$ cat config.mk
export PLATFORM = sky130hd
export DESIGN_NAME = queue_barrier_scoreboard
export DESIGN_NICKNAME = d
export VERILOG_FILES = /design/src/rtl/qbs_pkg.sv /design/src/rtl/queue_barrier_scoreboard.sv /design/src/rtl/qbs_core.sv
export SDC_FILE = /design/constraint.sdc
export NUM_CORES = 2
export LEC_CHECK = 0
export ABC_AREA = 0
export BUFFER_PORTS_ARGS = -buffer_cell sky130_fd_sc_hd__clkbuf_2
export CAP_MARGIN = 15
export CORE_ASPECT_RATIO = 0.8
export CORE_MARGIN = 4
export CORE_UTILIZATION = 35
export DETAILED_ROUTE_END_ITERATION = 12
export GPL_TIMING_DRIVEN = 0
export SLEW_MARGIN = 20
export SYNTH_ARGS = -nofsm -noshare
export SYNTH_HDL_FRONTEND = slang
export SYNTH_SLANG_ARGS = --single-unit
$ cat constraint.sdc
create_clock -name clk -period 7.5 [get_ports clk]
set_input_delay 1.125 -clock clk [delete_from_list [all_inputs] [get_ports clk]]
set_output_delay 1.125 -clock clk [all_outputs]
set_load 0.01 [all_outputs]
$ cat src/rtl/qbs_pkg.sv
package qbs_pkg;

    // queue_index is 4 bits wide, so at most 16 slots are addressable
    localparam int QUEUE_SPACE = 16;

    typedef enum logic [2:0] {
        CMD_SET        = 3'd0,
        CMD_ENQUEUE    = 3'd1,
        CMD_DRAIN      = 3'd2,
        CMD_REMOVE     = 3'd3,
        CMD_COMPLETION = 3'd4,
        CMD_QUERY      = 3'd5
    } cmd_t;

    typedef struct packed {
        logic teardown_ok;
        logic complete;
        logic barrier_cleared;
        logic found;
        logic emit_packet;
    } result_t;

endpackage

$ cat src/rtl/queue_barrier_scoreboard.sv
// Barrier scoreboard over NUM_QUEUES queue slots. Each input transaction
// carries a command in tuser and the final set entry of an arming sequence
// in tlast; every input transaction yields exactly one result transaction.
// Throughput is one transaction per cycle unless a low m_axis_tready stalls
// the output; each result passes the input register, then the result
// register. Each transaction reads and updates one slot plus the armed flag
// and the waiting-queue count together, which is what fixes that rate. Queue
// indexes at or above NUM_QUEUES only report status.
module queue_barrier_scoreboard #(
    parameter int NUM_QUEUES  = 16,
    parameter int COUNT_WIDTH = 16
) (
    input  logic        clk,
    input  logic        rst_n,
    input  logic        s_axis_tvalid,
    output logic        s_axis_tready,
    // [3:0] queue_index, [19:4] pending_count, [83:20] sequence_id, [87:84] zero
    input  logic [87:0] s_axis_tdata,
    input  logic        s_axis_tlast,
    // [2:0] command
    input  logic [2:0]  s_axis_tuser,
    output logic        m_axis_tvalid,
    input  logic        m_axis_tready,
    // [0] emit_packet, [1] found, [2] barrier_cleared, [3] complete,
    // [4] teardown_ok, [7:5] zero
    output logic [7:0]  m_axis_tdata
);
    import qbs_pkg::*;

    logic        in_valid_reg;
    cmd_t        cmd_reg;
    logic [3:0]  queue_reg;
    logic [15:0] count_reg;
    logic        last_reg;
    logic [63:0] seq_reg;
    logic        out_valid_reg;
    result_t     result_reg;
    result_t     result;
    logic        advance;

    assign advance       = in_valid_reg && (!out_valid_reg || m_axis_tready);
    assign s_axis_tready = !in_valid_reg || advance;

    always_ff @(posedge clk or negedge rst_n)
    begin
        if (!rst_n)
        begin
            in_valid_reg  <= 1'b0;
            out_valid_reg <= 1'b0;
        end
        else
        begin
            if (s_axis_tready)
                in_valid_reg <= s_axis_tvalid;
            if (advance)
                out_valid_reg <= 1'b1;
            else if (m_axis_tready)
                out_valid_reg <= 1'b0;
        end
    end

    always_ff @(posedge clk)
    begin
        if (s_axis_tvalid && s_axis_tready)
        begin
            cmd_reg   <= cmd_t'(s_axis_tuser);
            queue_reg <= s_axis_tdata[3:0];
            count_reg <= s_axis_tdata[19:4];
            seq_reg   <= s_axis_tdata[83:20];
            last_reg  <= s_axis_tlast;
        end
        if (advance)
            result_reg <= result;
    end

    qbs_core #(
        .NUM_QUEUES  (NUM_QUEUES),
        .COUNT_WIDTH (COUNT_WIDTH)
    ) u_core (
        .clk           (clk),
        .rst_n         (rst_n),
        .fire          (advance),
        .command       (cmd_reg),
        .queue_index   (queue_reg),
        .pending_count (count_reg),
        .last_entry    (last_reg),
        .sequence_id   (seq_reg),
        .result        (result)
    );

    assign m_axis_tvalid = out_valid_reg;
    assign m_axis_tdata  = {3'b000, result_reg.teardown_ok, result_reg.complete,
                            result_reg.barrier_cleared, result_reg.found,
                            result_reg.emit_packet};

endmodule

$ cat src/rtl/qbs_core.sv
module qbs_core #(
    parameter int NUM_QUEUES  = 16,
    parameter int COUNT_WIDTH = 16
) (
    input  logic            clk,
    input  logic            rst_n,
    input  logic            fire,
    input  qbs_pkg::cmd_t   command,
    input  logic [3:0]      queue_index,
    input  logic [15:0]     pending_count,
    input  logic            last_entry,
    input  logic [63:0]     sequence_id,
    output qbs_pkg::result_t result
);
    import qbs_pkg::*;

    localparam int SLOTS = (NUM_QUEUES < QUEUE_SPACE) ? NUM_QUEUES : QUEUE_SPACE;
    localparam int WQ_W  = $clog2(SLOTS + 1);

    logic                   armed_reg, armed_next;
    logic [WQ_W-1:0]        waiting_reg, waiting_next;
    logic [COUNT_WIDTH-1:0] count_reg [SLOTS];
    logic [SLOTS-1:0]       pin_valid_reg, pin_valid_next;
    logic [63:0]            pin_seq_reg [SLOTS];

    logic [SLOTS-1:0]       sel;
    logic                   hit;
    logic [COUNT_WIDTH-1:0] cur_count;
    logic                   cur_pin;
    logic [63:0]            cur_seq;
    logic [COUNT_WIDTH-1:0] cnt;
    logic [COUNT_WIDTH-1:0] count_dec;
    logic [WQ_W-1:0]        waiting_dec;
    logic                   count_we;
    logic [COUNT_WIDTH-1:0] count_wr;
    logic                   pin_set;
    logic                   pin_clr;
    logic                   emit;
    logic                   found;
    logic                   cleared;

    // one-hot slot select and readout of the addressed slot
    always_comb
    begin
        sel       = '0;
        cur_count = '0;
        cur_pin   = 1'b0;
        cur_seq   = '0;
        for (int i = 0; i < SLOTS; i++)
        begin
            sel[i] = (queue_index == 4'(i));
            if (sel[i])
            begin
                cur_count = count_reg[i];
                cur_pin   = pin_valid_reg[i];
                cur_seq   = pin_seq_reg[i];
            end
        end
        hit = |sel;
    end

    assign cnt         = COUNT_WIDTH'(pending_count);
    assign count_dec   = cur_count - 1'b1;
    assign waiting_dec = (waiting_reg != '0) ? waiting_reg - 1'b1 : waiting_reg;

    always_comb
    begin
        armed_next   = armed_reg;
        waiting_next = waiting_reg;
        count_we     = 1'b0;
        count_wr     = '0;
        pin_set      = 1'b0;
        pin_clr      = 1'b0;
        emit         = 1'b0;
        found        = 1'b0;
        cleared      = 1'b0;
        if (hit)
        begin
            case (command)
                CMD_SET:
                begin
                    armed_next = 1'b1;
                    if (cnt != '0)
                    begin
                        count_we = 1'b1;
                        count_wr = cnt;
                        if (cur_count == '0)
                            waiting_next = waiting_reg + 1'b1;
                    end
                    if (last_entry && waiting_next == '0)
                    begin
                        armed_next = 1'b0;
                        cleared    = 1'b1;
                    end
                end
                CMD_ENQUEUE:
                begin
                    if (armed_reg && !cur_pin)
                    begin
                        pin_set = 1'b1;
                        emit    = 1'b1;
                    end
                end
                CMD_DRAIN:
                begin
                    if (!armed_reg && cur_pin && sequence_id >= cur_seq)
                        pin_clr = 1'b1;
                end
                CMD_REMOVE:
                begin
                    pin_clr = 1'b1;
                    if (cur_count != '0)
                    begin
                        count_we     = 1'b1;
                        count_wr     = '0;
                        waiting_next = waiting_dec;
                        if (waiting_dec == '0 && armed_reg)
                        begin
                            armed_next = 1'b0;
                            cleared    = 1'b1;
                        end
                    end
                end
                CMD_COMPLETION:
                begin
                    if (cur_count != '0)
                    begin
                        found    = 1'b1;
                        count_we = 1'b1;
                        count_wr = count_dec;
                        if (count_dec == '0)
                        begin
                            waiting_next = waiting_dec;
                            if (waiting_dec == '0 && armed_reg)
                            begin
                                armed_next = 1'b0;
                                cleared    = 1'b1;
                            end
                        end
                    end
                end
                default:
                begin
                end
            endcase
        end
    end

    always_comb
    begin
        pin_valid_next = pin_valid_reg;
        for (int i = 0; i < SLOTS; i++)
        begin
            if (sel[i] && pin_set)
                pin_valid_next[i] = 1'b1;
            else if (sel[i] && pin_clr)
                pin_valid_next[i] = 1'b0;
        end
    end

    always_comb
    begin
        result.emit_packet     = emit;
        result.found           = found;
        result.barrier_cleared = cleared;
        result.complete        = !armed_next;
        result.teardown_ok     = !armed_next && (pin_valid_next == '0);
    end

    always_ff @(posedge clk or negedge rst_n)
    begin
        if (!rst_n)
        begin
            armed_reg     <= 1'b0;
            waiting_reg   <= '0;
            pin_valid_reg <= '0;
            for (int i = 0; i < SLOTS; i++)
                count_reg[i] <= '0;
        end
        else if (fire)
        begin
            armed_reg     <= armed_next;
            waiting_reg   <= waiting_next;
            pin_valid_reg <= pin_valid_next;
            for (int i = 0; i < SLOTS; i++)
                if (sel[i] && count_we)
                    count_reg[i] <= count_wr;
        end
    end

    always_ff @(posedge clk)
    begin
        for (int i = 0; i < SLOTS; i++)
            if (fire && sel[i] && pin_set)
                pin_seq_reg[i] <= sequence_id;
    end

endmodule
Word level (Yosys, flattened, before mapping). Memories as Yosys holds them, arrays and structs flattened. Index checks and enable logic that the tools add are counted.

$add $sub $neg: 3. Magnitude comparators: 1. Equal/unequal tests: 22. Muxes and demuxes: 195. Reduce and logical (&&, ||, !) cells: 142.

Operator list (count): 2-to-1 mux 64 bit (31); OR reduction 64 bit (15); 2-to-1 mux 16 bit (19); 2-to-1 mux 1 bit (116); logical AND 1 bit (88); greater-or-equal comparator 64 bit (1); 2-to-1 mux 4 bit (15); logical NOT 16 bit (3); 2-to-1 mux 5 bit (8); AND reduction 2 bit (17); equality test 4 bit (second input constant) (8); case mux 16 bit (2 select lines) (1); nonzero test 16 bit (2); equality test 4 x 3 -> 1 bit (second input constant) (4); OR reduction 16 bit (1); subtractor 16 x 1 -> 16 bit (second input constant) (1); case mux 5 bit (3 select lines) (1); logical NOT 5 bit (2); equality test 4 x 2 -> 1 bit (second input constant) (2); equality test 3 x 2 -> 1 bit (second input constant) (2); != test 2 x 1 -> 1 bit (second input constant) (3); case mux 1 bit (3 select lines) (2); AND reduction 6 bit (1); adder 5 x 1 -> 5 bit (second input constant) (1); 13 further kinds (19).

Flip-flop bits (word level): 373. RAM bits: 1024. Input port bits: 96. Logic and storage cells: 395. Memories: 1.

Memory list: u_core.pin_seq_reg (words 16, bits a word 64, read ports 16, clocked after Yosys merged registers in 0, wr ports 1, RTL line qbs_core.sv:24) `logic [63:0] pin_seq_reg [SLOTS];`.

Logic depth before layout (Yosys ltp).
Word-level depth: 41. Depth in mapped cells: 30.

By module. From an unflattened synthesis, not the netlist that was laid out.

Cells, all modules: 3706. Area total of the unflattened synthesis: 57476.4 um^2.

Modules (own cells, without submodules): qbs_core (times used 1, cells an instance 3601, area each 54553.6 um^2, seq. area each 37706.2 um^2); queue_barrier_scoreboard (times used 1, cells an instance 105, area each 2922.8 um^2, seq. area each 2842.7 um^2).

Worst setup path before layout. Ideal clock, no wire load.

Kind: register to register. From: reg queue_reg[0]. To: mem u_core.pin_seq_reg[0][0], enable pin. Setup time: 0.488 ns. Data arrival time: 5.549 ns. Data required time: 7.012 ns. Slack: 1.463 ns. Stages on the path, launching flop included: 15. Path buffers: 6. Clock period less this slack: 6.037 ns. Path through: edfxtp_1 -> buf_6 -> buf_6 -> buf_6 -> buf_2 -> buf_2 -> mux4_2 -> a2bb2oi_1 -> o22ai_1 -> a21oi_1 -> o21ai_0 -> nor2_1 -> nand2_1 -> clkbuf_1 -> nor2_1.

RTL lines: start: declaration (RTL line queue_barrier_scoreboard.sv:32) `logic [3:0] queue_reg;`; start signal: assignment (RTL line queue_barrier_scoreboard.sv:67) `queue_reg <= s_axis_tdata[3:0];`; end: declaration (RTL line qbs_core.sv:24).

==> results.md <==
Outcome:
- The run finished with clean final reports.

Critical path:
- STA classifies the critical path startpoint as a flop.
- The beginning of the worst register-to-register path is queue_reg[1].
- The most repeated library cell on the critical path is sky130_fd_sc_hd__a21o_1.
- Data on the critical path is required at its endpoint by 8000 ps.
- Grouping stages by cell kind, the critical path spends the most delay in buffers and inverters.
- STA puts the critical path data arrival time at 7940 ps.
- Counting both buffers and inverters, the worst setup path holds a total of 8.
- In this design, the stage delay of the slowest critical-path cell is 870 ps.
- The type of the worst setup path is reg -> reg.
- The cell at the slowest stage of the critical path is sky130_fd_sc_hd__buf_1.
- The source of the critical timing path is queue_reg[1].
- The critical-path maximum fanout is 10.
- STA classifies the critical path endpoint as a flop.

Clock network:
- TritonCTS built the clock tree.
- TritonCTS created 138 clock buffers.
- The root buffer cell chosen for the clock tree is sky130_fd_sc_hd__clkbuf_16.
- Counting along the longest clock path gives a buffer depth of 3.
- The hold buffer count at cts is 0.
- Clock tree synthesis found a total of 1397 sinks.
- The H-tree depth reported by CTS is 4.
- For the worst-skew pair, the clock arrives at the later sink with an insertion delay of 770 ps.
- Clock-pin slew was measured on the worst setup and hold paths at 60 ps.

Finish:
- The utilization of the core after routing is 41.0%.
- The number of filler instances in the final layout is 14600.
- After the last flow step, the layout net total stands at 4121.
- The share of cells above drive strength 1 is 21.3%.
- The cell area after layout is 66500 sq um.
- The area growth from synthesis to layout is 16.1%.
- Summing all multi-input logic gate instances after layout gives 15800 sq um.
- The register with the most flip-flops in the layout has 1024 of them.
- The area of all sequential standard cells is 40500 sq um.

Yosys:
- The area of the mapped netlist is 57300 sq um.
- The area share of the largest cell type after synthesis is 58.5%.
- For this run, the leading register cell type out of synthesis is sky130_fd_sc_hd__edfxtp_1.
- The share of flip-flops with an asynchronous set or reset after synthesis is 20.0%.
- After synthesis, the cell types taking the most area are sky130_fd_sc_hd__edfxtp_1 (59%), sky130_fd_sc_hd__dfrtp_1 (12%), sky130_fd_sc_hd__mux2_2 (3.3%).
- The number of distinct library cell variants in the gate-level netlist after synthesis is 98.
- The synthesized design contains 1397 register bits.
- Each instance of the synthesized netlist takes up on average 15.7 sq um.
- The library cell with the highest instance count after synthesis is sky130_fd_sc_hd__edfxtp_1.
- The commonest cells after synthesis are sky130_fd_sc_hd__edfxtp_1 (1117), sky130_fd_sc_hd__dfrtp_1 (280), sky130_fd_sc_hd__nand2_1 (232), sky130_fd_sc_hd__o21ai_0 (209), sky130_fd_sc_hd__nand3_1 (180).
- The number of standard cells after synthesis is 3652.
- In this run, synthesis inferred 1117 flip-flops with an integrated enable.
- The cell type with the largest total area after synthesis is sky130_fd_sc_hd__edfxtp_1.
- For this run, the register share of the synthesized area comes to 70.7%.
- The number of warning messages in the yosys log is 0.

Global route:
- The global routing met1 resource utilization is 29.8%.
- The number of antenna violations at the first check in global routing is 8.
- The first global-routing pass estimated 251000 um of wire.
- The most utilized layer in the global route result is met1.
- The via count of the first global-routing pass is 34400.
- Global routing consumed, on the met2 layer, 28.2% of the routing resources.
- The total overflow left after global routing is 0.
- The overall fraction of global-route tracks in use is 20.1%.
- The largest net degree at the start of global routing is 79.
- The routing usage on met3 is 5.92%.

Timing:
- At the pin with the least slew margin, the transition time is 1270 ps.
- The worst hold slack is 419 ps.
- The final period utilization is 99.2%.
- The count of final hold-check violations came to 0.
- Measured against its own limit, the worst slew margin works out to 14.2%.
- Setup violations remaining at the end of the flow were counted as 0.
- The achievable frequency is 134 MHz.
- The worst-case clock skew is 31.5 ps.
- Counting I/O delays and the setup requirement, the final critical path takes 7440 ps.
- The max-slew violation count is 0.

Floorplanning:
- The floorplan step defined a die boundary enclosing 170000 sq um.
- For this configuration, the core starts out at a cell density of 35.3%.
- The number of top-level design ports is 106.
- The core region is 162000 sq um.
- The vertical die dimension is 370 um.
- The floorplan row count is 132.
- The die is 460 um wide.

Drt:
- The count of nets left with antenna violations once routing finished came out at 0.
- After detailed routing, the number of remaining DRC violations is 0.
- The average wire per standard cell is 28.0 um.
- The first TritonRoute pass finished after 6 iterations.
- Across all layers, the routed design uses 35600 vias.
- The first routing iteration left 5024 violations.
- The wire length reported by the detailed router is 174000 um.
- Using the TritonRoute via totals, the vias-per-cell ratio works out to 5.73.

Pwr:
- The total power divided by cell area is 257 nW/um^2.
- The worst-case IR drop observed on VDD is 0.260 mV.
- The leakage component of the power is 23.9 nW.
- The overall power is 17.1 mW.

Flow run:
- The max-capacitance violation count is 0.

Placement:
- Routability-driven placement finished with a final weighted congestion of 0.899.
- The number of port buffers is 98.
- The sum of net half-perimeters after detailed placement is 121000 um.
- After detailed placement, the total cell area comes to 62100 sq um.

Hold path:
- The path class of the tightest hold or removal check is in -> async.
-- layout by cell type (no fill, tap or decap), drive strengths merged, types with 39 or more instances in the layout --
cell,Yosys,routed
ha,68,68
mux2,271,271
a221oi,39,39
mux4,58,58
a21oi,100,100
buf,93,154
edfxtp,1117,1117
nand2,233,233
clkinv,0,50
nand3,180,180
mux2i,57,57
clkbuf,136,412
a222oi,53,53
nor2,158,158
o21ai,221,221
a22oi,119,119
o221ai,43,43
dfrtp,280,280
-- timing repair --
action                     CTS  global route
setup buffers                2             0
resized for setup           13            26
setup endpoints to repair   17            16
-- layout make-up --
class	count	area share (%)
clock inverters	75	0.993
well taps	2144	4.03
clock buffers	175	5.52
repair buffers	164	2.87
diodes	6	0.0226
inverters	19	0.107
multi-input cells	2009	23.7
plain buffers	228	1.76
flip-flops and latches	1397	60.9
-- cells by family after synthesis --
family / Yosys count / synth area share (%)
flops: 1397 / 70.7
compound gates: 790 / 9.59
simple gates: 746 / 6.59
mux: 386 / 9.26
buf+inv: 248 / 2.09
fa+ha+maj: 68 / 1.48
xor+xnor: 16 / 0.244
other cells: 1 / 0.00654
-- worst paths after layout --
check / slack, ps / cells past startpoint / to
min: 420 / 1 / u_core.count_reg[240]
min in group clk: 500 / 1 / u_core.count_reg[20]
max in group asynchronous: 5800 / 3 / u_core.waiting_reg[3]
max: 60 / 25 / m_axis_tdata[4]
max reg2reg: 60 / 25 / m_axis_tdata[4]
min reg2reg: 500 / 1 / u_core.count_reg[20]
-- per-layer routing --
layer,part of all wire (%),routed length [um]
met5,0.0075,13
met4,3.0,5170
met3,11,19400
met2,42,72600
met1,44,76900
-- through the flow --
step / TNS, ps / worst slack (ps) / std cells
3_3_place_gp: -4158220 / -4260 / 5896
6_report: 0 / 60.8 / 6217
3_5_place_dp: -9760 / -699 / 5960
4_1_cts: 0 / 46.2 / 6211
2_1_floorplan: 0 / 1460 / 3654
5_1_grt: -0.504 / -0.504 / 6211
-- worst reg2reg max path: cells and delay by family, from the launching register on --
kind	cells	cell delay (ps)
DFF	1	420
adders and majority gates	1	350
buffers and inverters	8	3230
and+or+nand+nor	4	640
AOI/OAI and AO/OA	12	2520
-- report_power, final --
group	internal, mW	leakage (nW)	switching, mW	total (mW)
clock network	3.83	2.12	3.01	6.84
logic	0.553	7.80	0.926	1.48
registers	8.56	13.9	0.205	8.76
total	12.9	23.9	4.14	17.1
Note: power is estimated with default switching activity, not from simulation.
